$ cat config.mk
export PLATFORM = sky130hd
export DESIGN_NAME = presence_reminder_timer_unit_flat
export DESIGN_NICKNAME = d
export VERILOG_FILES = /design/src/rtl/prtu_pkg.sv /design/src/rtl/prtu_if.sv /design/src/rtl/prtu_cfg.sv /design/src/rtl/prtu_core.sv /design/src/rtl/presence_reminder_timer_unit.sv /design/src/flat_wrapper.sv
export SDC_FILE = /design/constraint.sdc
export NUM_CORES = 1
export LEC_CHECK = 0
export BUFFER_PORTS_ARGS = -buffer_cell sky130_fd_sc_hd__clkbuf_2
export CORE_MARGIN = 10
export CORE_UTILIZATION = 47
export CTS_BUF_LIST = sky130_fd_sc_hd__clkbuf_8 sky130_fd_sc_hd__clkbuf_16
export CTS_CLUSTER_SIZE = 40
export DETAILED_ROUTE_END_ITERATION = 6
export GPL_TIMING_DRIVEN = 0
export PLACE_DENSITY = 0.67
export SETUP_SLACK_MARGIN = 0.2
export SLEW_MARGIN = 20
export SYNTH_ARGS = -nofsm -noshare
export SYNTH_HDL_FRONTEND = slang
export SYNTH_HIERARCHICAL = 1
export SYNTH_SLANG_ARGS = --single-unit
$ cat constraint.sdc
create_clock -name i_clk -period 6.7 [get_ports i_clk]
set_clock_uncertainty 0.1 [all_clocks]
set_input_delay 1.675 -clock i_clk [delete_from_list [all_inputs] [get_ports i_clk]]
set_output_delay 1.675 -clock i_clk [all_outputs]
set_load 0.01 [all_outputs]
$ cat src/rtl/prtu_pkg.sv
`timescale 1ns / 1ps
`default_nettype none

package prtu_pkg;

    // Input actions. Codes six and seven carry no meaning and change nothing.
    typedef enum logic [2:0] {
        ACT_TICK         = 3'd0,
        ACT_DRANK        = 3'd1,
        ACT_WATER_SNOOZE = 3'd2,
        ACT_STOOD        = 3'd3,
        ACT_SIT_SNOOZE   = 3'd4,
        ACT_NEW_DAY      = 3'd5
    } t_action;

    // Configuration register indexes.
    typedef enum logic [2:0] {
        CFG_ABSENT_DEBOUNCE  = 3'd0,
        CFG_WATER_FIRST      = 3'd1,
        CFG_WATER_HOT        = 3'd2,
        CFG_HOT_THRESHOLD    = 3'd3,
        CFG_WATER_SNOOZE     = 3'd4,
        CFG_SIT_FIRST        = 3'd5,
        CFG_SIT_SECOND       = 3'd6,
        CFG_SIT_LATER        = 3'd7
    } t_cfg_index;

    localparam logic [1:0] PRES_NEAR = 2'd0;
    localparam logic [1:0] PRES_AWAY = 2'd1;

    localparam logic [1:0] EV_NONE  = 2'd0;
    localparam logic [1:0] EV_START = 2'd1;
    localparam logic [1:0] EV_END   = 2'd2;

    localparam logic [7:0] STAND_AWAY_SECONDS = 8'd3;
    localparam logic [7:0] DRINK_MILESTONE    = 8'd6;

    localparam int CFG_INDEX_W = 3;
    localparam int CFG_DATA_W  = 16;

    typedef struct packed {
        logic        [7:0]  absent_debounce;
        logic        [15:0] water_first_seconds;
        logic        [15:0] water_hot_seconds;
        logic signed [7:0]  hot_threshold;
        logic        [15:0] water_snooze_seconds;
        logic        [15:0] sit_first_seconds;
        logic        [15:0] sit_second_seconds;
        logic        [15:0] sit_later_seconds;
    } t_cfg;

    typedef struct packed {
        logic        [2:0] action;
        logic        [1:0] presence;
        logic signed [7:0] temperature;
    } t_item;

    typedef struct packed {
        logic        seated;
        logic [1:0]  presence_event;
        logic [3:0]  water_popup;
        logic [3:0]  sit_popup;
        logic        close_water;
        logic        close_sit;
        logic        water_milestone;
        logic [15:0] water_left;
        logic [15:0] sit_left;
        logic [7:0]  drinks_today;
        logic [7:0]  stands_today;
        logic [7:0]  declines;
    } t_result;

    function automatic logic [7:0] sat_inc8(input logic [7:0] v);
        return (v == 8'hFF) ? v : v + 8'd1;
    endfunction

    function automatic logic [3:0] sat_inc4(input logic [3:0] v);
        return (v == 4'hF) ? v : v + 4'd1;
    endfunction

endpackage

`default_nettype wire

$ cat src/rtl/prtu_if.sv
`timescale 1ns / 1ps
`default_nettype none

// Input item channel.
interface prtu_in_if;
    logic              valid;
    logic              ready;
    logic        [2:0] action;
    logic        [1:0] presence;
    logic signed [7:0] temperature;

    modport source (output valid, action, presence, temperature, input ready);
    modport sink   (input valid, action, presence, temperature, output ready);
endinterface

// Result item channel.
interface prtu_out_if;
    logic        valid;
    logic        ready;
    logic        seated;
    logic [1:0]  presence_event;
    logic [3:0]  water_popup;
    logic [3:0]  sit_popup;
    logic        close_water;
    logic        close_sit;
    logic        water_milestone;
    logic [15:0] water_left;
    logic [15:0] sit_left;
    logic [7:0]  drinks_today;
    logic [7:0]  stands_today;
    logic [7:0]  declines;

    modport source (output valid, seated, presence_event, water_popup, sit_popup,
                    close_water, close_sit, water_milestone, water_left, sit_left,
                    drinks_today, stands_today, declines, input ready);
    modport sink   (input valid, seated, presence_event, water_popup, sit_popup,
                    close_water, close_sit, water_milestone, water_left, sit_left,
                    drinks_today, stands_today, declines, output ready);
endinterface

// Configuration write channel.
interface prtu_cfg_if;
    logic        valid;
    logic        ready;
    logic [2:0]  index;
    logic [15:0] data;

    modport source (output valid, index, data, input ready);
    modport sink   (input valid, index, data, output ready);
endinterface

`default_nettype wire

$ cat src/rtl/prtu_cfg.sv
`timescale 1ns / 1ps
`default_nettype none

// Configuration register file; every write is taken at once.
module prtu_cfg (
    input  wire                               i_clk,
    input  wire                               i_rst_n,
    input  wire                               i_wr_en,
    input  wire [prtu_pkg::CFG_INDEX_W-1:0]   i_wr_index,
    input  wire [prtu_pkg::CFG_DATA_W-1:0]    i_wr_data,
    output prtu_pkg::t_cfg                    o_cfg
);

    prtu_pkg::t_cfg r_cfg;

    always_ff @(posedge i_clk) begin
        if (!i_rst_n) begin
            r_cfg.absent_debounce      <= 8'd30;
            r_cfg.water_first_seconds  <= 16'd2700;
            r_cfg.water_hot_seconds    <= 16'd1800;
            r_cfg.hot_threshold        <= 8'sd30;
            r_cfg.water_snooze_seconds <= 16'd900;
            r_cfg.sit_first_seconds    <= 16'd1800;
            r_cfg.sit_second_seconds   <= 16'd3600;
            r_cfg.sit_later_seconds    <= 16'd5400;
        end else if (i_wr_en) begin
            case (prtu_pkg::t_cfg_index'(i_wr_index))
                prtu_pkg::CFG_ABSENT_DEBOUNCE: r_cfg.absent_debounce <= i_wr_data[7:0];
                prtu_pkg::CFG_WATER_FIRST:     r_cfg.water_first_seconds <= i_wr_data;
                prtu_pkg::CFG_WATER_HOT:       r_cfg.water_hot_seconds <= i_wr_data;
                prtu_pkg::CFG_HOT_THRESHOLD:   r_cfg.hot_threshold <= $signed(i_wr_data[7:0]);
                prtu_pkg::CFG_WATER_SNOOZE:    r_cfg.water_snooze_seconds <= i_wr_data;
                prtu_pkg::CFG_SIT_FIRST:       r_cfg.sit_first_seconds <= i_wr_data;
                prtu_pkg::CFG_SIT_SECOND:      r_cfg.sit_second_seconds <= i_wr_data;
                prtu_pkg::CFG_SIT_LATER:       r_cfg.sit_later_seconds <= i_wr_data;
                default: ;
            endcase
        end
    end

    assign o_cfg = r_cfg;

endmodule

`default_nettype wire

$ cat src/rtl/prtu_core.sv
`timescale 1ns / 1ps
`default_nettype none

// Session and countdown state, updated once for each item that is stepped.
module prtu_core #(
    parameter int SEAT_DEBOUNCE = 5
) (
    input  wire               i_clk,
    input  wire               i_rst_n,
    input  wire               i_step,
    input  prtu_pkg::t_item   i_item,
    input  prtu_pkg::t_cfg    i_cfg,
    output prtu_pkg::t_result o_result
);

    localparam logic [7:0] SEAT_LIMIT = 8'(SEAT_DEBOUNCE);

    logic        r_seated,      n_seated;
    logic [7:0]  r_seat_ticks,  n_seat_ticks;
    logic [7:0]  r_away_ticks,  n_away_ticks;
    logic        r_leaving,     n_leaving;
    logic        r_stand_noted, n_stand_noted;
    logic [7:0]  r_away_secs,   n_away_secs;
    logic [15:0] r_water_rem,   n_water_rem;
    logic [3:0]  r_water_stage, n_water_stage;
    logic [15:0] r_sit_rem,     n_sit_rem;
    logic [3:0]  r_sit_stage,   n_sit_stage;
    logic [7:0]  r_drinks,      n_drinks;
    logic [7:0]  r_stands,      n_stands;
    logic [7:0]  r_declines,    n_declines;

    logic        hot;
    logic [15:0] water_interval;

    assign hot            = (i_item.temperature >= i_cfg.hot_threshold);
    assign water_interval = hot ? i_cfg.water_hot_seconds : i_cfg.water_first_seconds;

    always_comb begin
        n_seated      = r_seated;
        n_seat_ticks  = r_seat_ticks;
        n_away_ticks  = r_away_ticks;
        n_leaving     = r_leaving;
        n_stand_noted = r_stand_noted;
        n_away_secs   = r_away_secs;
        n_water_rem   = r_water_rem;
        n_water_stage = r_water_stage;
        n_sit_rem     = r_sit_rem;
        n_sit_stage   = r_sit_stage;
        n_drinks      = r_drinks;
        n_stands      = r_stands;
        n_declines    = r_declines;
        o_result      = '0;

        case (prtu_pkg::t_action'(i_item.action))
            prtu_pkg::ACT_TICK: begin
                if (i_item.presence == prtu_pkg::PRES_NEAR) begin
                    n_away_ticks  = '0;
                    n_leaving     = 1'b0;
                    n_stand_noted = 1'b0;
                    if (!r_seated) begin
                        n_seat_ticks = prtu_pkg::sat_inc8(r_seat_ticks);
                        if (n_seat_ticks >= SEAT_LIMIT) begin
                            n_seat_ticks = '0;
                            n_seated     = 1'b1;
                            n_away_secs  = '0;
                            if (r_water_rem == 16'd0) begin
                                n_water_stage = '0;
                                n_water_rem   = water_interval;
                            end
                            n_sit_stage = '0;
                            n_sit_rem   = i_cfg.sit_first_seconds;
                            o_result.presence_event = prtu_pkg::EV_START;
                        end
                    end
                end else if (i_item.presence == prtu_pkg::PRES_AWAY) begin
                    n_seat_ticks = '0;
                    if (r_seated) begin
                        n_leaving   = 1'b1;
                        n_away_secs = prtu_pkg::sat_inc8(r_away_secs);
                        if (!r_stand_noted && n_away_secs >= prtu_pkg::STAND_AWAY_SECONDS) begin
                            n_stand_noted = 1'b1;
                            n_stands      = prtu_pkg::sat_inc8(r_stands);
                        end
                        n_away_ticks = prtu_pkg::sat_inc8(r_away_ticks);
                        if (n_away_ticks >= i_cfg.absent_debounce) begin
                            n_away_ticks = '0;
                            n_seated     = 1'b0;
                            n_leaving    = 1'b0;
                            n_sit_stage  = '0;
                            n_sit_rem    = '0;
                            o_result.presence_event = prtu_pkg::EV_END;
                            o_result.close_water    = 1'b1;
                            o_result.close_sit      = 1'b1;
                        end
                    end
                end
                // Countdowns run on the state left by the presence update above.
                if (n_seated && !n_leaving) begin
                    if (n_water_rem != 16'd0) begin
                        n_water_rem = n_water_rem - 16'd1;
                        if (n_water_rem == 16'd0) begin
                            n_water_stage        = prtu_pkg::sat_inc4(n_water_stage);
                            o_result.water_popup = n_water_stage;
                        end
                    end
                    if (n_sit_rem != 16'd0) begin
                        n_sit_rem = n_sit_rem - 16'd1;
                        if (n_sit_rem == 16'd0) begin
                            n_sit_stage        = prtu_pkg::sat_inc4(n_sit_stage);
                            o_result.sit_popup = n_sit_stage;
                        end
                    end
                end
            end
            prtu_pkg::ACT_DRANK: begin
                n_drinks      = prtu_pkg::sat_inc8(r_drinks);
                n_declines    = '0;
                n_water_stage = '0;
                n_water_rem   = water_interval;
                o_result.water_milestone = (n_drinks == prtu_pkg::DRINK_MILESTONE);
                o_result.close_water     = 1'b1;
            end
            prtu_pkg::ACT_WATER_SNOOZE: begin
                n_declines = prtu_pkg::sat_inc8(r_declines);
                if (r_water_stage != 4'd0 && r_water_rem == 16'd0) begin
                    n_water_rem = i_cfg.water_snooze_seconds;
                end
                o_result.close_water = 1'b1;
            end
            prtu_pkg::ACT_STOOD: begin
                n_stands      = prtu_pkg::sat_inc8(r_stands);
                n_declines    = '0;
                n_sit_stage   = '0;
                n_sit_rem     = i_cfg.sit_first_seconds;
                n_water_stage = '0;
                n_water_rem   = water_interval;
                o_result.close_water = 1'b1;
                o_result.close_sit   = 1'b1;
            end
            prtu_pkg::ACT_SIT_SNOOZE: begin
                n_declines = prtu_pkg::sat_inc8(r_declines);
                if (r_sit_stage != 4'd0 && r_sit_rem == 16'd0) begin
                    n_sit_rem = (r_sit_stage == 4'd1) ? i_cfg.sit_second_seconds
                                                      : i_cfg.sit_later_seconds;
                end
                o_result.close_sit = 1'b1;
            end
            prtu_pkg::ACT_NEW_DAY: begin
                n_drinks   = '0;
                n_stands   = '0;
                n_declines = '0;
            end
            default: ;
        endcase

        o_result.seated       = n_seated;
        o_result.water_left   = n_water_rem;
        o_result.sit_left     = n_sit_rem;
        o_result.drinks_today = n_drinks;
        o_result.stands_today = n_stands;
        o_result.declines     = n_declines;
    end

    always_ff @(posedge i_clk) begin
        if (!i_rst_n) begin
            r_seated      <= 1'b0;
            r_seat_ticks  <= '0;
            r_away_ticks  <= '0;
            r_leaving     <= 1'b0;
            r_stand_noted <= 1'b0;
            r_away_secs   <= '0;
            r_water_rem   <= '0;
            r_water_stage <= '0;
            r_sit_rem     <= '0;
            r_sit_stage   <= '0;
            r_drinks      <= '0;
            r_stands      <= '0;
            r_declines    <= '0;
        end else if (i_step) begin
            r_seated      <= n_seated;
            r_seat_ticks  <= n_seat_ticks;
            r_away_ticks  <= n_away_ticks;
            r_leaving     <= n_leaving;
            r_stand_noted <= n_stand_noted;
            r_away_secs   <= n_away_secs;
            r_water_rem   <= n_water_rem;
            r_water_stage <= n_water_stage;
            r_sit_rem     <= n_sit_rem;
            r_sit_stage   <= n_sit_stage;
            r_drinks      <= n_drinks;
            r_stands      <= n_stands;
            r_declines    <= n_declines;
        end
    end

    a_leaving_needs_session: assert property (@(posedge i_clk) disable iff (!i_rst_n)
        r_leaving |-> r_seated)
        else $error("leaving flag set outside a seated session");

    a_start_is_seated: assert property (@(posedge i_clk) disable iff (!i_rst_n)
        (i_step && o_result.presence_event == prtu_pkg::EV_START) |-> o_result.seated)
        else $error("session start reported without a session");

    a_end_clears_sit: assert property (@(posedge i_clk) disable iff (!i_rst_n)
        (i_step && o_result.presence_event == prtu_pkg::EV_END)
        |-> (!o_result.seated && o_result.sit_left == 16'd0 && o_result.close_sit))
        else $error("session end left the sit timer running");

    a_popup_at_zero: assert property (@(posedge i_clk) disable iff (!i_rst_n)
        (i_step && o_result.water_popup != 4'd0) |-> (o_result.water_left == 16'd0))
        else $error("water popup raised with time still left");

    a_popup_only_on_tick: assert property (@(posedge i_clk) disable iff (!i_rst_n)
        (i_step && i_item.action != prtu_pkg::ACT_TICK)
        |-> (o_result.water_popup == 4'd0 && o_result.sit_popup == 4'd0))
        else $error("popup raised by a button action");

endmodule

`default_nettype wire

$ cat src/rtl/presence_reminder_timer_unit.sv
// Each item goes through the input register, then its result waits in the result
// register until the sink completes the output transaction. Throughput: one item
// per cycle unless the result stalls; the session and countdown state is updated
// in a single short pass, so each item sees the state left by the one before it.
// Reset (i_rst_n, synchronous, active low) clears all state and both stages and
// loads the configuration defaults; no clearing pass is needed.
`timescale 1ns / 1ps
`default_nettype none

module presence_reminder_timer_unit #(
    parameter int SEAT_DEBOUNCE = 5
) (
    input  wire          i_clk,
    input  wire          i_rst_n,
    prtu_in_if.sink      i_in,
    prtu_out_if.source   o_out,
    prtu_cfg_if.sink     i_cfg
);

    // Configuration writes are always accepted. The user must issue them only while
    // no item is in flight; the block does not enforce this, having no interlock.
    prtu_pkg::t_cfg cfg;

    assign i_cfg.ready = 1'b1;

    prtu_cfg u_cfg (
        .i_clk      (i_clk),
        .i_rst_n    (i_rst_n),
        .i_wr_en    (i_cfg.valid),
        .i_wr_index (i_cfg.index),
        .i_wr_data  (i_cfg.data),
        .o_cfg      (cfg)
    );

    // Input register. It is refilled whenever its item moves on to the result
    // stage, so a new transaction can be taken in every cycle even while a result
    // is waiting, as long as the result register will be free at the same edge.
    logic            r_s1_valid;
    prtu_pkg::t_item r_s1_item;
    logic            r_out_valid;
    prtu_pkg::t_result r_out;

    logic            s2_ready;
    logic            step;
    logic            in_fire;
    prtu_pkg::t_result result;

    assign s2_ready   = !r_out_valid || o_out.ready;
    assign step       = r_s1_valid && s2_ready;
    assign i_in.ready = !r_s1_valid || s2_ready;
    assign in_fire    = i_in.valid && i_in.ready;

    always_ff @(posedge i_clk) begin
        if (!i_rst_n) begin
            r_s1_valid <= 1'b0;
        end else begin
            r_s1_valid <= in_fire || (r_s1_valid && !s2_ready);
        end
    end

    always_ff @(posedge i_clk) begin
        if (in_fire) begin
            r_s1_item.action      <= i_in.action;
            r_s1_item.presence    <= i_in.presence;
            r_s1_item.temperature <= i_in.temperature;
        end
    end

    // The state only advances when the item in the input register is stepped,
    // which is exactly when its result is captured below.
    prtu_core #(
        .SEAT_DEBOUNCE (SEAT_DEBOUNCE)
    ) u_core (
        .i_clk    (i_clk),
        .i_rst_n  (i_rst_n),
        .i_step   (step),
        .i_item   (r_s1_item),
        .i_cfg    (cfg),
        .o_result (result)
    );

    // Result register: holds a finished result until the sink completes the
    // output transaction.
    always_ff @(posedge i_clk) begin
        if (!i_rst_n) begin
            r_out_valid <= 1'b0;
        end else begin
            r_out_valid <= step || (r_out_valid && !o_out.ready);
        end
    end

    always_ff @(posedge i_clk) begin
        if (step) begin
            r_out <= result;
        end
    end

    assign o_out.valid           = r_out_valid;
    assign o_out.seated          = r_out.seated;
    assign o_out.presence_event  = r_out.presence_event;
    assign o_out.water_popup     = r_out.water_popup;
    assign o_out.sit_popup       = r_out.sit_popup;
    assign o_out.close_water     = r_out.close_water;
    assign o_out.close_sit       = r_out.close_sit;
    assign o_out.water_milestone = r_out.water_milestone;
    assign o_out.water_left      = r_out.water_left;
    assign o_out.sit_left        = r_out.sit_left;
    assign o_out.drinks_today    = r_out.drinks_today;
    assign o_out.stands_today    = r_out.stands_today;
    assign o_out.declines        = r_out.declines;

endmodule

`default_nettype wire

$ cat src/flat_wrapper.sv
// flat-port wrapper written by rule: the top's interface ports become plain ports
module presence_reminder_timer_unit_flat 
#(
    parameter int SEAT_DEBOUNCE = 5
)
  (i_clk, i_rst_n, i_in_valid, i_in_action, i_in_presence, i_in_temperature, i_in_ready, o_out_valid, o_out_seated, o_out_presence_event, o_out_water_popup, o_out_sit_popup, o_out_close_water, o_out_close_sit, o_out_water_milestone, o_out_water_left, o_out_sit_left, o_out_drinks_today, o_out_stands_today, o_out_declines, o_out_ready, i_cfg_valid, i_cfg_index, i_cfg_data, i_cfg_ready);
  prtu_in_if i_in_i ();
  prtu_out_if o_out_i ();
  prtu_cfg_if i_cfg_i ();
  input  wire i_clk;
  input  wire i_rst_n;
  input wire logic [$bits(i_in_i.valid)-1:0] i_in_valid;
  input wire logic [$bits(i_in_i.action)-1:0] i_in_action;
  input wire logic [$bits(i_in_i.presence)-1:0] i_in_presence;
  input wire logic [$bits(i_in_i.temperature)-1:0] i_in_temperature;
  output wire logic [$bits(i_in_i.ready)-1:0] i_in_ready;
  output wire logic [$bits(o_out_i.valid)-1:0] o_out_valid;
  output wire logic [$bits(o_out_i.seated)-1:0] o_out_seated;
  output wire logic [$bits(o_out_i.presence_event)-1:0] o_out_presence_event;
  output wire logic [$bits(o_out_i.water_popup)-1:0] o_out_water_popup;
  output wire logic [$bits(o_out_i.sit_popup)-1:0] o_out_sit_popup;
  output wire logic [$bits(o_out_i.close_water)-1:0] o_out_close_water;
  output wire logic [$bits(o_out_i.close_sit)-1:0] o_out_close_sit;
  output wire logic [$bits(o_out_i.water_milestone)-1:0] o_out_water_milestone;
  output wire logic [$bits(o_out_i.water_left)-1:0] o_out_water_left;
  output wire logic [$bits(o_out_i.sit_left)-1:0] o_out_sit_left;
  output wire logic [$bits(o_out_i.drinks_today)-1:0] o_out_drinks_today;
  output wire logic [$bits(o_out_i.stands_today)-1:0] o_out_stands_today;
  output wire logic [$bits(o_out_i.declines)-1:0] o_out_declines;
  input wire logic [$bits(o_out_i.ready)-1:0] o_out_ready;
  input wire logic [$bits(i_cfg_i.valid)-1:0] i_cfg_valid;
  input wire logic [$bits(i_cfg_i.index)-1:0] i_cfg_index;
  input wire logic [$bits(i_cfg_i.data)-1:0] i_cfg_data;
  output wire logic [$bits(i_cfg_i.ready)-1:0] i_cfg_ready;
  assign i_in_i.valid = i_in_valid;
  assign i_in_i.action = i_in_action;
  assign i_in_i.presence = i_in_presence;
  assign i_in_i.temperature = i_in_temperature;
  assign i_in_ready = i_in_i.ready;
  assign o_out_valid = o_out_i.valid;
  assign o_out_seated = o_out_i.seated;
  assign o_out_presence_event = o_out_i.presence_event;
  assign o_out_water_popup = o_out_i.water_popup;
  assign o_out_sit_popup = o_out_i.sit_popup;
  assign o_out_close_water = o_out_i.close_water;
  assign o_out_close_sit = o_out_i.close_sit;
  assign o_out_water_milestone = o_out_i.water_milestone;
  assign o_out_water_left = o_out_i.water_left;
  assign o_out_sit_left = o_out_i.sit_left;
  assign o_out_drinks_today = o_out_i.drinks_today;
  assign o_out_stands_today = o_out_i.stands_today;
  assign o_out_declines = o_out_i.declines;
  assign o_out_i.ready = o_out_ready;
  assign i_cfg_i.valid = i_cfg_valid;
  assign i_cfg_i.index = i_cfg_index;
  assign i_cfg_i.data = i_cfg_data;
  assign i_cfg_ready = i_cfg_i.ready;
  presence_reminder_timer_unit #(.SEAT_DEBOUNCE(SEAT_DEBOUNCE)) u_core (.i_clk(i_clk), .i_rst_n(i_rst_n), .i_in(i_in_i), .o_out(o_out_i), .i_cfg(i_cfg_i));
endmodule
Word level (Yosys, flattened, before mapping)

Cells that the tools add are included.

Add/subtract/negate cells: 10
$mul: 0
Div/mod/pow operators: 0
Magnitude comparators: 4
Equal/unequal tests: 25
Shift-type cells: 0
Multiplexer cells: 98
Bitwise gates (word level): 0
Reductions and logical operators: 56

Operators with widths:

| kind                                                | count |
|---|---|
| two-way mux 16 bit                                  | 20 |
| two-way mux 8 bit                                   | 23 |
| case mux 16 bit (3 select lines)                    | 2 |
| two-way mux 4 bit                                   | 20 |
| logical NOT 16 bit                                  | 4 |
| adder 8 x 1 -> 8 bit, second input constant         | 6 |
| equality test 8 bit, second input constant          | 6 |
| case mux 8 bit (2 select lines)                     | 2 |
| nonzero test 16 bit                                 | 2 |
| subtractor 16 x 1 -> 16 bit, second input constant  | 2 |
| case mux 8 bit (3 select lines)                     | 1 |
| AND reduction 2 bit                                 | 11 |
| equality test 3 bit, second input constant          | 6 |
| two-way mux 1 bit                                   | 18 |
| >= comparator 8 bit                                 | 2 |
| two-way mux 2 bit                                   | 8 |
| case mux 4 bit (2 select lines)                     | 2 |
| AND reduction 4 bit                                 | 4 |
| equality test 3 x 2 -> 1 bit, second input constant | 4 |
| nonzero test 2 bit                                  | 5 |
| adder 4 x 1 -> 4 bit, second input constant         | 2 |
| equality test 4 bit, second input constant          | 2 |
| equality test 8 x 3 -> 1 bit, second input constant | 1 |
| >= comparator 8 x 2 -> 1 bit, second input constant | 1 |
| 17 further kinds                                    | 39 |

Bits in registers: 288
Latch bits: 0
Memory bits (writable): 0
ROM bits: 0
Input bits: 37
Output and inout port bits: 73
Logic and storage cells: 231
Memories kept: 0

Depth between registers and ports, before layout

Gate-level depths: netlist of the first run.

Depth in word-level cells: 14
Depth in mapped cells: 23
Gate-level depth less buffers: 22

By module

Netlist of the first run, hierarchy kept.

By module, submodules not included:

| module                       | times used | cells an instance | area each (um^2) | seq. area each (um^2) |
|---|---|---|---|---|
| prtu_core                    | 1          | 1,341             | 9,437.8          | 1,821.7 |
| prtu_cfg                     | 1          | 405               | 4,291.6          | 2,242.2 |
| presence_reminder_timer_unit | 1          | 94                | 2,607.5          | 2,532.4 |

Least setup slack after synthesis of the first run

Ideal clock, no wire load.

Path kind: input -> register
Start point: input port o_out_ready
End point: register u_core.u_core.r_away_secs[5]
Library setup time: 0.091 ns
Arrival time: 6.625 ns
Required time: 6.509 ns
Slack: -0.116 ns
Cell stages on the path: 12
Path buffers: 2
Cell sequence: nor2b_4 > nor2b_1 > clkbuf_1 > inv_1 > nor2_1 > nand2_1 > nor2_1 > and3_1 > clkbuf_1 > and2_1 > a21oi_1 > a311oi_1

Longest elaborated chain between the ends: 3

Ends and longest elaborated chain:

| what                          | RTL line                           | source |
|---|---|---|
| start, declared               | flat_wrapper.sv:30                 | `input wire logic [$bits(o_out_i.ready)-1:0] o_out_ready;` |
| logical OR 1 bit              | presence_reminder_timer_unit.sv:48 | `assign s2_ready = !r_out_valid \|\| o_out.ready;` |
| logical AND 1 bit             | presence_reminder_timer_unit.sv:49 | `assign step = r_s1_valid && s2_ready;` |
| named net u_core.step         | presence_reminder_timer_unit.sv:44 | `logic step;` |
| AND reduction 6 bit (no line) | --                                 |  |
| end signal, assigned          | prtu_core.sv:185                   | `r_away_secs <= n_away_secs;` |
| end, declared                 | prtu_core.sv:23                    | `logic [7:0] r_away_secs, n_away_secs;` |

The timed path passes the listed nets, and every way through them passes these cells.
A chain may end at the register's enable or synchronous reset.

==> results of run 1 <==
-- registers in the layout, indices dropped and copies added (netlist names), 2 cells and up --
| signal | cells |
|---|---|
| u_core/u_cfg/o_cfg | 112 |
| u_core/o_out.sit_left | 16 |
| u_core/o_out.water_left | 16 |
| u_core/u_core/r_sit_rem | 16 |
| u_core/u_core/r_water_rem | 16 |
| u_core/r_s1_item | 13 |
| u_core/o_out.declines | 8 |
| u_core/o_out.drinks_today | 8 |
| u_core/o_out.stands_today | 8 |
| u_core/u_core/r_away_secs | 8 |
| u_core/u_core/r_away_ticks | 8 |
| u_core/u_core/r_declines | 8 |
| u_core/u_core/r_drinks | 8 |
| u_core/u_core/r_seat_ticks | 8 |
| u_core/u_core/r_stands | 8 |
| u_core/o_out.sit_popup | 4 |
| u_core/o_out.water_popup | 4 |
| u_core/u_core/r_sit_stage | 4 |
| u_core/u_core/r_water_stage | 4 |
| u_core/o_out.presence_event | 2 |
-- routing by layer --
layer  up-vias  track usage  part of all wire
met3       126      0.05909             0.096
met5         -            0                 0
met1      7226       0.3407              0.43
li1       7030            -                 -
met2       735       0.3883              0.44
met4         0      0.09356             0.036
-- worst max path at each step --
stage	from	to	slack, ns	depth (start not counted)
floorplan	o_out_ready	u_core/u_core/r_away_secs[5]$_SDFFE_PN0P_	1.21	12
global placement	o_out_ready	u_core/u_core/r_away_ticks[0]$_SDFFE_PN0P_	-0.64	12
detailed placement	u_core/u_core/r_away_ticks[0]$_SDFFE_PN0P_	u_core/o_out.sit_left[14]$_DFFE_PP_	0.18	22
CTS	u_core/u_core/r_away_ticks[0]$_SDFFE_PN0P_	u_core/o_out.sit_left[14]$_DFFE_PP_	0.41	22
global route	u_core/u_core/r_away_ticks[0]$_SDFFE_PN0P_	u_core/o_out.sit_left[14]$_DFFE_PP_	0.21	21
finish	u_core/u_core/r_away_ticks[0]$_SDFFE_PN0P_	u_core/o_out.sit_left[14]$_DFFE_PP_	0.52	19
-- final cells by class --
type                       instances  share of cell area
clock buffer                      41             0.05206
sequential                       288              0.3542
clock inverter                    19            0.006516
multi-input combinational       1404              0.4909
tap                              455             0.03057
inverter                          39            0.007860
buffer                           108             0.02613
timing repair buffer             111             0.03184
-- cells in the final DEF, fill, tap and decap left out, types with 6 or more instances in the layout --
master     synthesis  final
a211oi_1          19     19
a21o_1            13     13
a21oi_1          146    145
a221o_1            7      7
a221oi_1          21     20
a22oi_1           13     13
a311oi_1           8      8
a31oi_1           21     20
and2_1            11     11
and3_1            30     30
and4b_1            6      6
buf_2             18     19
clkbuf_1          79     77
clkbuf_16          0     36
clkbuf_2           1    110
dfxtp_1          205    205
edfxtp_1          83     83
ha_1              30     30
inv_1             39     47
mux2_2            36     36
mux2i_1          146    146
nand2_1          247    247
nand2b_1          10     10
nand3_1           45     45
nand3b_1          10     10
nand4_1           15     15
nor2_1           169    169
nor2b_1           50     49
nor3_1            27     27
nor4_1            16     16
o211a_1            8      8
o211ai_1          11     11
o21a_1             7      7
o21ai_0           94     94
o22ai_1            6      6
or2_2              8      8
xnor2_1           22     22
xor2_1            19     19
-- critical path: stages, from the launching register on --
cell and delay [ns]:
dfxtp_1 0.43, ha_1 0.20, and2_1 0.22, nand3_1 0.28, mux2_2 0.39, ha_1 0.28
nand2_1 0.04, o21ai_0 0.27, a211oi_1 0.17, nor2_1 0.69, a21oi_1 0.19, inv_1 0.14
ha_1 0.20, inv_1 0.12, a21oi_1 0.60, nand4_1 0.36, nor4_1 0.56, xor2_1 0.15
a221oi_2 0.41, a21oi_1 0.11
-- through the flow --
stage	setup TNS (ns)	hold WS [ns]	util	area (um^2)
5_1_grt	0	0.3708	0.5405	18630
2_1_floorplan	0	0.3313	-	16340
3_3_place_gp	-10.28	0.3424	0.5064	17450
3_5_place_dp	0	0.3501	0.5086	17520
6_report	0	0.3608	0.5405	18630
4_1_cts	0	0.3633	0.5403	18620
-- power breakdown --
group | internal (W) | total [W] | switching, W
Combinational | 0.000180 | 0.000535 | 0.000355
Sequential | 0.00185 | 0.00189 | 0.0000427
Clock | 0.00107 | 0.00181 | 0.000739
-- kinds of logic (layout without fill, tap and decap cells) --
logic type / after synthesis / in the layout / synth area share
AOI/OAI and AO/OA: 446 / 446 / 0.1809
adders and majority gates: 30 / 30 / 0.02298
DFF: 288 / 288 / 0.4038
xor gates and xnor gates: 41 / 41 / 0.02198
and+or+nand+nor: 704 / 704 / 0.2170
muxes: 182 / 182 / 0.1143
buffers and inverters: 148 / 318 / 0.03891
other: 1 / 1 / 0.0002295
-- what timing repair did --
| action | 4_1_cts | 5_1_grt |
|---|---|---|
| resized for setup | 1 | 2 |
| setup buffers | 0 | 0 |
| pin swaps | 0 | 0 |
| endpoints found under the setup margin | 1 | 9 |
==> metrics.md, run 1 <==
| Metric | Value |
|---|---|
| Outcome | complete, no violations |
| Cts bufs inserted | 34 |
| Worst-margin pin slew | 1.288 ns |
| Area leader, netlist | dfxtp_1 |
| Register Area | roughly 0.0066 mm^2 |
| Highest clock rate | 161.7 MHz |
| Max VDD drop | 0.0001693 V |
| Final max-slew violation count | 0 |
| Via density | 6.133 |
| Drt drc | 0 |
| Antenna viol nets, final | 0 |
| Skew-Pair Late Insertion Delay | ~0.53 ns |
| Max FO, Critical Path | 10 |
| Mapped Nets | 1907 |
| Ant diodes | 0 |
| Top-area cell type share of the netlist area | 0.2512 |
| Drt first pass iters | 6 |
| TritonCTS clock tree | built |
| Final setup fails | 0 |
| Hold EP | u_core/u_cfg/o_cfg[7]$_SDFFE_PN0P_ |
| Reg-to-Reg End | u_core/o_out.sit_left[14]$_DFFE_PP_ |
| Pin count of the biggest net entering global routing | 27 |
| Number of flops mapped to enable cells by yosys | 83 |
| Total global routing overflow | 0 |
| Commonest cells post-synth | nand2_1 (247), dfxtp_1 (205), nor2_1 (169) |
| Final HPWL DP | 40.74 mm |
| Die ar. | 0.04262 mm^2 |
| Post-Syn Area per Cell | ~8.9 um^2 |
| Startpoint Class | register |
| Ranking of synthesized cells by area | dfxtp_1 (25%), edfxtp_1 (15%), mux2i_1 (8.9%), nand2_1 (5.7%), a21oi_1 (4.5%) |
| Ys async rst share | 0 |
| Cell Area, Synth | 0.01634 mm^2 |
| Multi-input logic area | 0.009143 mm^2 |
| Standard-cell rows | 68 |
| IO Pins | 110 |
| Placed Instances | about 2400 |
| Die W | 206.4 um |
| Area grow syn2layout | 14.01% |
| Initial Util | 0.4741 |
| Slew HR | 0.1348 |
| Cell Pwr Density | 227.3 mW/mm^2 |
| Number of global-route vias before repair | 14370 |
| Primary FF master, synth | dfxtp_1 |
| Routability congestion estimate | around 0.99 |
| Max-cap violation count | 0 |
| FF-to-FF path depth | 19 |
| H-tree depth | 2 |
| Final critical-path required period | 6.184 ns |
| R2R Setup Slk | 0.52 ns |
| CP Class | reg -> reg |
| Layout cells sized above 1 | 0.1418 |
| NumNets Final | 2053 |
| Dpl ws | around 0.18 ns |
| CTS Root Cell | clkbuf_16 |
| Cell with the most instances after synthesis | nand2_1 |
| Fillers | 3199 |
| Data arrival time at the worst-slack endpoint | 6.34 ns |
| DR WL/cell | 22.27 um |
| # clock sinks | 288 |
| Reg2Reg Launch Point | u_core/u_core/r_away_ticks[0]$_SDFFE_PN0P_ |
| Routed WL | 54.90 mm |
| Core Area | 0.03446 mm^2 |
| Hold_buf cts | 0 |
| CTS max path bufs | 3 |
| Setup ws final | 0.5162 ns |
| Worst EP required | 6.86 ns |
| Leak pwr | about 7.5 nW |
| Hold Crit Start | u_core/u_cfg/o_cfg[7]$_SDFFE_PN0P_ |
| Distinct cell type count after synthesis | 107 |
| Synth Register Bits | between 200 and 300 |
| Worst hold path class | reg -> reg |
| Vias | between 15000 and 20000 |
| GRT Total Usage | 0.2533 |
| First-pass GRT wire length | 84.30 mm |
| Setup crit end kind | register |
| Clock transition at path regs | 0.07 ns |
| Seq/Total Area, Yosys | 0.4038 |
| Drt initial violations | 1600 |
| Synth Instances | 1840 |
| Final Cycle Share | 0.9230 |
| Final Hold Viols | 0 |
| Hold depth | 2 |
| PortBufs | 108 |
| Power, Total | 0.004234 W |
| Fin cells | between 2000 and 2500 |
| Die height | 206.4 um |
| Antenna violations before repair | 0 |
| RSZ-0062 raised after global routing | false |
| Ys Warns | 6 |
Note: power is estimated with default switching activity, not from simulation.
==> inputs of run 2 (changes only) <==
--- a/config.mk
+++ b/config.mk
@@ -13,6 +13,7 @@
 export DETAILED_ROUTE_END_ITERATION = 6
 export GPL_TIMING_DRIVEN = 0
 export PLACE_DENSITY = 0.67
+export REMOVE_ABC_BUFFERS = 1
 export SETUP_SLACK_MARGIN = 0.2
 export SLEW_MARGIN = 20
 export SYNTH_ARGS = -nofsm -noshare
==> metrics.md, run 2 (synthesis gave the netlist of run 1 again) <==
| Metric | Value |
|---|---|
| Die ar. | 0.04262 mm^2 |
| Setup crit end kind | register |
| CTS Root Cell | clkbuf_16 |
| Cts bufs inserted | 34 |
| NumNets Final | 1960 |
| Register Area | 0.006596 mm^2 |
| Worst EP required | 6.88 ns |
| PortBufs | 108 |
| Max FFs per register | 112 |
| CTS max path bufs | 3 |
| Worst-margin pin slew | about 1.2 ns |
| Worst Path Buf+Inv | 0 |
| Layout cells sized above 1 | 0.1460 |
| Post-CTS Setup Inserts | 0 |
| Routability congestion estimate | between 0.9 and 1 |
| Finished Core Util | 0.5366 |
| Switching share of total power | 0.2577 |
| TritonCTS clock tree | built |
| Data arrival time at the worst-slack endpoint | 6.14 ns |
| Final Cycle Share | 0.8897 |
| FF-to-FF path depth | 18 |
| Routed WL | 48.94 mm |
| Post-cts sizing count | 0 |
| Hold Crit Start | u_core/u_cfg/o_cfg[31]$_SDFFE_PN0P_ |
| Slew HR | 0.2060 |
| Cell Pwr Density | roughly 230 mW/mm^2 |
| Die W | 206.4 um |
| Final critical-path required period | 5.961 ns |
| Startpoint Class | register |
| Leak pwr | 7.442 nW |
| Ant diodes | 0 |
| Total negative setup slack | 0 ns |
| Hold_buf cts | 0 |
| Critical path cell sequence | ha_1 > a21o_1 > a31oi_1 > o211ai_1 > nand2_1 > mux2_2 > a21oi_1 > ha_1 > nand2_1 > or3_1 > a2111oi_0 > a41o_1 > nor2_4 > and4_1 > xnor2_1 > a21oi_1 > o21ai_1 > mux2_2 |
| Fillers | 3218 |
| Final Hold Viols | 0 |
| Max-cap violation count | 0 |
| Max FO, Critical Path | 18 |
| Sequential fraction of design power | 0.441 |
| RSZ-0062 raised after global routing | false |
| Core Area | approximately 0.034 mm^2 |
| Antenna violations before repair | 0 |
| Clock network power share | 0.441 |
| Met1 GRT Util | 0.3194 |
| Highest clock rate | 167.8 MHz |
| Hold EP | u_core/u_cfg/o_cfg[31]$_SDFFE_PN0P_ |
| Total global routing overflow | 0 |
| Hold depth | 2 |
| Leading cell type in the layout, fill and taps excluded | nand2_1 |
| R2R Setup Slk | roughly 0.74 ns |
| Final HPWL DP | 34.91 mm |
| IO Pins | 110 |
| Via density | approximately 6.0 |
| Max VDD drop | 0.0002409 V |
| Multi-input logic area | between 0.009 and 0.01 mm^2 |
| Skew-Pair Late Insertion Delay | 0.53 ns |
| Slowest cell delay on critical path | approximately 0.62 ns |
| Drt first pass iters | 5 |
| Worst hold path class | reg -> reg |
| # clock sinks | ~290 |
| Number of global-route vias before repair | 13430 |
| Standard-cell rows | 68 |
| Vias | 14330 |
| Combinational share of power | 0.118 |
| GRT Max-Usage Layer | met2 |
| Most frequent cells in the layout | nand2_1 (246), dfxtp_1 (205), nor2_1 (165), mux2i_1 (146), a21oi_1 (144) |
| Pin count of the biggest net entering global routing | about 140 |
| CP Class | reg -> reg |
| Final setup fails | 0 |
| Pint | 0.003193 W |
| Sw power | 0.001108 W |
| Grt met3 use | 0.03511 |
| GRT Total Usage | 0.2259 |
| Worst path slowest cell | nand2_1 |
| Antenna viol nets, final | 0 |
| Reg-to-Reg End | u_core/o_out.water_left[15]$_DFFE_PP_ |
| Drt initial violations | 1385 |
| Initial Util | 0.4741 |
| First-pass GRT wire length | between 70 and 80 mm |
| Final max-slew violation count | 0 |
| Global-route track usage on met2 | 0.3526 |
| Drt drc | 0 |
| Outcome | complete, no violations |
| Top delay family on crit path | compound AO/OA/AOI/OAI gates |
| DR WL/cell | 20.62 um |
| H-tree depth | 2 |
| Clock transition at path regs | 0.06 ns |
| Reg2Reg Launch Point | u_core/r_s1_item[2]$_DFFE_PP_ |
| Die height | ~210 um |
| Area grow syn2layout | 13.18% |
## run 2: changes by cell type in the layout (fill, tap and decap cells not counted), sizes merged
cell      change
clkinvlp      -1
bufinv        +1
clkinv        -2
buf          -14
clkbuf       -76
## run 2: worst register-to-register path, cell delays in order (launching register included)
cell and delay (ns):
edfxtp_1 0.37, ha_1 0.32, a21o_1 0.18, a31oi_1 0.52
o211ai_1 0.25, nand2_1 0.62, mux2_2 0.47, a21oi_1 0.30
ha_1 0.31, nand2_1 0.22, or3_1 0.41, a2111oi_0 0.34
a41o_1 0.31, nor2_4 0.11, and4_1 0.24, xnor2_1 0.12
a21oi_1 0.16, o21ai_1 0.10, mux2_2 0.29
## run 2: layout make-up
class,count,area share
flip-flops and latches,288,0.3567
inverters,39,0.007917
clock buffers,44,0.05589
well taps,455,0.03079
repair buffers,126,0.04439
multi-input cells,1404,0.4970
clock inverters,17,0.007308
## run 2: per-stage QoR
step           total power [W]  instance area [um^2]  cells  setup slack [ns]  hold WS (ns)
2_1_floorplan         0.002237                 15850   1731            -2.903        0.3313
3_3_place_gp          0.002419                 16960   2294            -8.197        0.3426
3_5_place_dp          0.002432                 17290   2310            0.7932        0.3515
4_1_cts               0.004332                 18460   2371            0.8298        0.3591
5_1_grt               0.004460                 18490   2373            0.3219        0.3850
6_report              0.004301                 18490   2373            0.7393        0.3584
## run 2: worst max path at each step
stage	from	endpoint	cells past startpoint
after floorplan	o_out_ready	u_core/u_core/r_away_secs[5]$_SDFFE_PN0P_	10
after CTS	u_core/r_s1_item[2]$_DFFE_PP_	u_core/o_out.water_left[15]$_DFFE_PP_	18
after global placement	o_out_ready	u_core/u_core/r_away_ticks[0]$_SDFFE_PN0P_	11
after detailed placement	o_out_ready	u_core/u_core/r_away_ticks[0]$_SDFFE_PN0P_	13
final	u_core/r_s1_item[2]$_DFFE_PP_	u_core/o_out.water_left[15]$_DFFE_PP_	18
after global routing	u_core/r_s1_item[2]$_DFFE_PP_	u_core/o_out.water_left[9]$_DFFE_PP_	18
## run 2: per-layer routing
layer	vias up	wire length [um]
met5	-	0
met4	0	983
met3	59	3696
met2	551	21640
met1	6870	22620
li1	6850	-
## run 2: power groups by stage
| stage | combinational, W | clock (W) | sequential [W] |
|---|---|---|---|
| detailed placement | 0.000496 | 0 | 0.00194 |
| global placement | 0.000475 | 0 | 0.00194 |
| floorplan | 0.000299 | 0 | 0.00194 |
| finish | 0.000507 | 0.00190 | 0.00190 |
| global route | 0.000551 | 0.00200 | 0.00190 |
| CTS | 0.000498 | 0.00193 | 0.00190 |
==> inputs of run 3 (changes only) <==
--- a/config.mk
+++ b/config.mk
@@ -12,6 +12,7 @@
 export CTS_CLUSTER_SIZE = 40
 export DETAILED_ROUTE_END_ITERATION = 6
 export GPL_TIMING_DRIVEN = 0
+export MAX_ROUTING_LAYER = met4
 export PLACE_DENSITY = 0.67
 export REMOVE_ABC_BUFFERS = 1
 export SETUP_SLACK_MARGIN = 0.2
==> metrics.md, run 3 (synthesis gave the netlist of run 1 again) <==
| Metric | Value |
|---|---|
| Data arrival time at the worst-slack endpoint | about 6.2 ns |
| CP Class | reg -> reg |
| Max-cap violation count | 0 |
| Hold EP | u_core/u_cfg/o_cfg[15]$_SDFFE_PN0P_ |
| GRT Total Usage | 0.2315 |
| CTS max path bufs | 3 |
| Max VDD drop | 0.0002451 V |
| Critical path cell sequence | ha_1 > and2_1 > nand3_1 > nand4_1 > nor2_1 > xor2_1 > ha_1 > o211ai_1 > nor2_1 > a211oi_1 > nor2_1 > a21oi_1 > inv_1 > ha_1 > inv_1 > a21oi_1 > nand4_1 > nor4_1 > xor2_1 > a221oi_1 > a21oi_1 |
| Multi-input logic area | just over 0.009 mm^2 |
| Post-CTS Setup Inserts | 0 |
| Outcome | complete, no violations |
| TritonCTS clock tree | built |
| Area grow syn2layout | 12.63% |
| IO Pins | 110 |
| Core Area | 0.03446 mm^2 |
| Pin count of the biggest net entering global routing | 134 |
| Via density | between 6 and 7 |
| Drt first pass iters | 7 |
| Layout cells sized above 1 | 0.1425 |
| FF-to-FF path depth | 21 |
| Number of global-route vias before repair | 13560 |
| Routed WL | 49.41 mm |
| Slowest cell delay on critical path | 0.79 ns |
| Fillers | roughly 3200 |
| Skew-Pair Late Insertion Delay | about 0.6 ns |
| Cell depth of the worst setup path | 21 |
| Post-cts sizing count | 0 |
| DR WL/cell | about 21 um |
| Highest clock rate | 166.9 MHz |
| Final critical-path required period | 5.992 ns |
| Fin cells | about 2400 |
| Total global routing overflow | 0 |
| Hold_ws | 0.3598 ns |
| Hold depth | 2 |
| Startpoint Class | register |
| Final setup fails | 0 |
| Die ar. | roughly 0.043 mm^2 |
| Final Cell Area | between 0.015 and 0.02 mm^2 |
| Worst hold path class | reg -> reg |
| Combinational share of power | 0.124 |
| Register Area | 0.006596 mm^2 |
| Most frequent cells in the layout | nand2_1 (247), dfxtp_1 (205), nor2_1 (166), mux2i_1 (146), a21oi_1 (144) |
| Standard-cell rows | between 60 and 70 |
| Final max-slew violation count | 0 |
| Drt drc | 0 |
| Final Cycle Share | 0.8943 |
| PortBufs | 108 |
| Hold_buf cts | 0 |
| Setup crit end kind | register |
| CTS Root Cell | clkbuf_16 |
| Pint | 0.003027 W |
| Leak pwr | between 7 and 8 nW |
| Reg-to-Reg End | u_core/o_out.sit_left[14]$_DFFE_PP_ |
| Reg2Reg Launch Point | u_core/u_core/r_away_ticks[0]$_SDFFE_PN0P_ |
| Leading cell type in the layout, fill and taps excluded | nand2_1 |
| H-tree depth | 1 |
| Switching share of total power | 0.2679 |
| Max FFs per register | 112 |
| Worst Path Buf+Inv | 2 |
| Power, Total | 0.004135 W |
| Cell Pwr Density | 224.7 mW/mm^2 |
| Top delay family on crit path | simple AND/OR/NAND/NOR gates |
| Sw power | 0.001108 W |
| Dpl cell area | 0.01734 mm^2 |
| First-pass GRT wire length | 76.65 mm |
| # clock sinks | 288 |
| Worst path slowest cell | nor2_1 |
| Drt initial violations | 1277 |
| Die W | 206.4 um |
| Sequential fraction of design power | 0.459 |
| Placed Instances | 2311 |
| Final HPWL DP | 35.48 mm |
| Initial Util | 0.4741 |
| Antenna viol nets, final | 0 |
| Slew HR | 0.2060 |
| Antenna violations before repair | 0 |
| Clock network power share | 0.417 |
| Vias | 14290 |
| Hold Crit Start | u_core/u_cfg/o_cfg[15]$_SDFFE_PN0P_ |
| R2R Setup Slk | 0.71 ns |
| Cts bufs inserted | 31 |
| Final Hold Viols | 0 |
| Worst EP required | 6.90 ns |
| Worst-margin pin slew | 1.191 ns |
| Max FO, Critical Path | 10 |
| Clock transition at path regs | around 0.060 ns |
| NumNets Final | 1958 |
| Routability congestion estimate | 0.9623 |
| Die height | 206.4 um |
| RSZ-0062 raised after global routing | false |
| Ant diodes | 0 |
==> run 3: cell count changes in the layout (fill, tap and decap cells not counted), sizes merged <==
cell,before,now
buf,18,19
bufinv,2,3
clkbuf,152,141
clkinv,4,12
clkinvlp,1,2
inv,49,47
==> run 3: worst register-to-register path: stages, from the launching register on <==
cell and delay, ns:
dfxtp_1 0.43, ha_1 0.20, and2_1 0.21, nand3_1 0.26
nand4_1 0.23, nor2_1 0.07, xor2_1 0.18, ha_1 0.32
o211ai_1 0.11, nor2_1 0.11, a211oi_1 0.12, nor2_1 0.79
a21oi_1 0.23, inv_1 0.15, ha_1 0.19, inv_1 0.10
a21oi_1 0.50, nand4_1 0.34, nor4_1 0.41, xor2_1 0.11
a221oi_1 0.42, a21oi_1 0.13
==> run 3: how the worst max path moves through the flow <==
stage | from | slack [ns] | endpoint
2_1_floorplan | o_out_ready | -2.90 | u_core/u_core/r_away_secs[5]$_SDFFE_PN0P_
3_3_place_gp | o_out_ready | -8.18 | u_core/u_core/r_away_ticks[0]$_SDFFE_PN0P_
3_5_place_dp | u_core/r_s1_item[2]$_DFFE_PP_ | 0.87 | u_core/o_out.water_left[11]$_DFFE_PP_
4_1_cts | u_core/r_s1_item[2]$_DFFE_PP_ | 0.82 | u_core/o_out.water_left[11]$_DFFE_PP_
5_1_grt | u_core/u_core/r_away_ticks[0]$_SDFFE_PN0P_ | 0.24 | u_core/o_out.sit_left[14]$_DFFE_PP_
6_report | u_core/u_core/r_away_ticks[0]$_SDFFE_PN0P_ | 0.71 | u_core/o_out.sit_left[14]$_DFFE_PP_
==> run 3: stage by stage <==
step,utilization,setup WS [ns],TNS [ns]
finish,0.5340,0.7079,0
global route,0.5340,0.2408,0
CTS,0.5331,0.8245,0
detailed placement,0.5033,0.8708,0
global placement,0.4921,-8.177,-749.82
floorplan,-,-2.903,-184.82
==> run 3: area by class of cell <==
type,count,area share
Inverter,39,0.007956
Clock buffer,33,0.04427
Timing Repair Buffer,127,0.04787
Clock inverter,25,0.01163
Tap cell,455,0.03094
Multi-Input combinational cell,1404,0.4988
Sequential cell,288,0.3585
==> run 3: power by group through the flow <==
stage | Sequential [W] | Clock (W) | Combinational (W)
2_1_floorplan | 0.00194 | 0 | 0.000299
3_3_place_gp | 0.00194 | 0 | 0.000478
3_5_place_dp | 0.00194 | 0 | 0.000501
4_1_cts | 0.00190 | 0.00177 | 0.000504
5_1_grt | 0.00190 | 0.00183 | 0.000555
6_report | 0.00190 | 0.00172 | 0.000512
==> run 3: layer usage <==
metal  GRT usage  wire length, um  up-vias
met5           -                0        -
met4     0.06802             1313        0
met3     0.03605             3655       68
met2      0.3506            21710      524
met1      0.3133            22730     6849
li1            -                -     6851
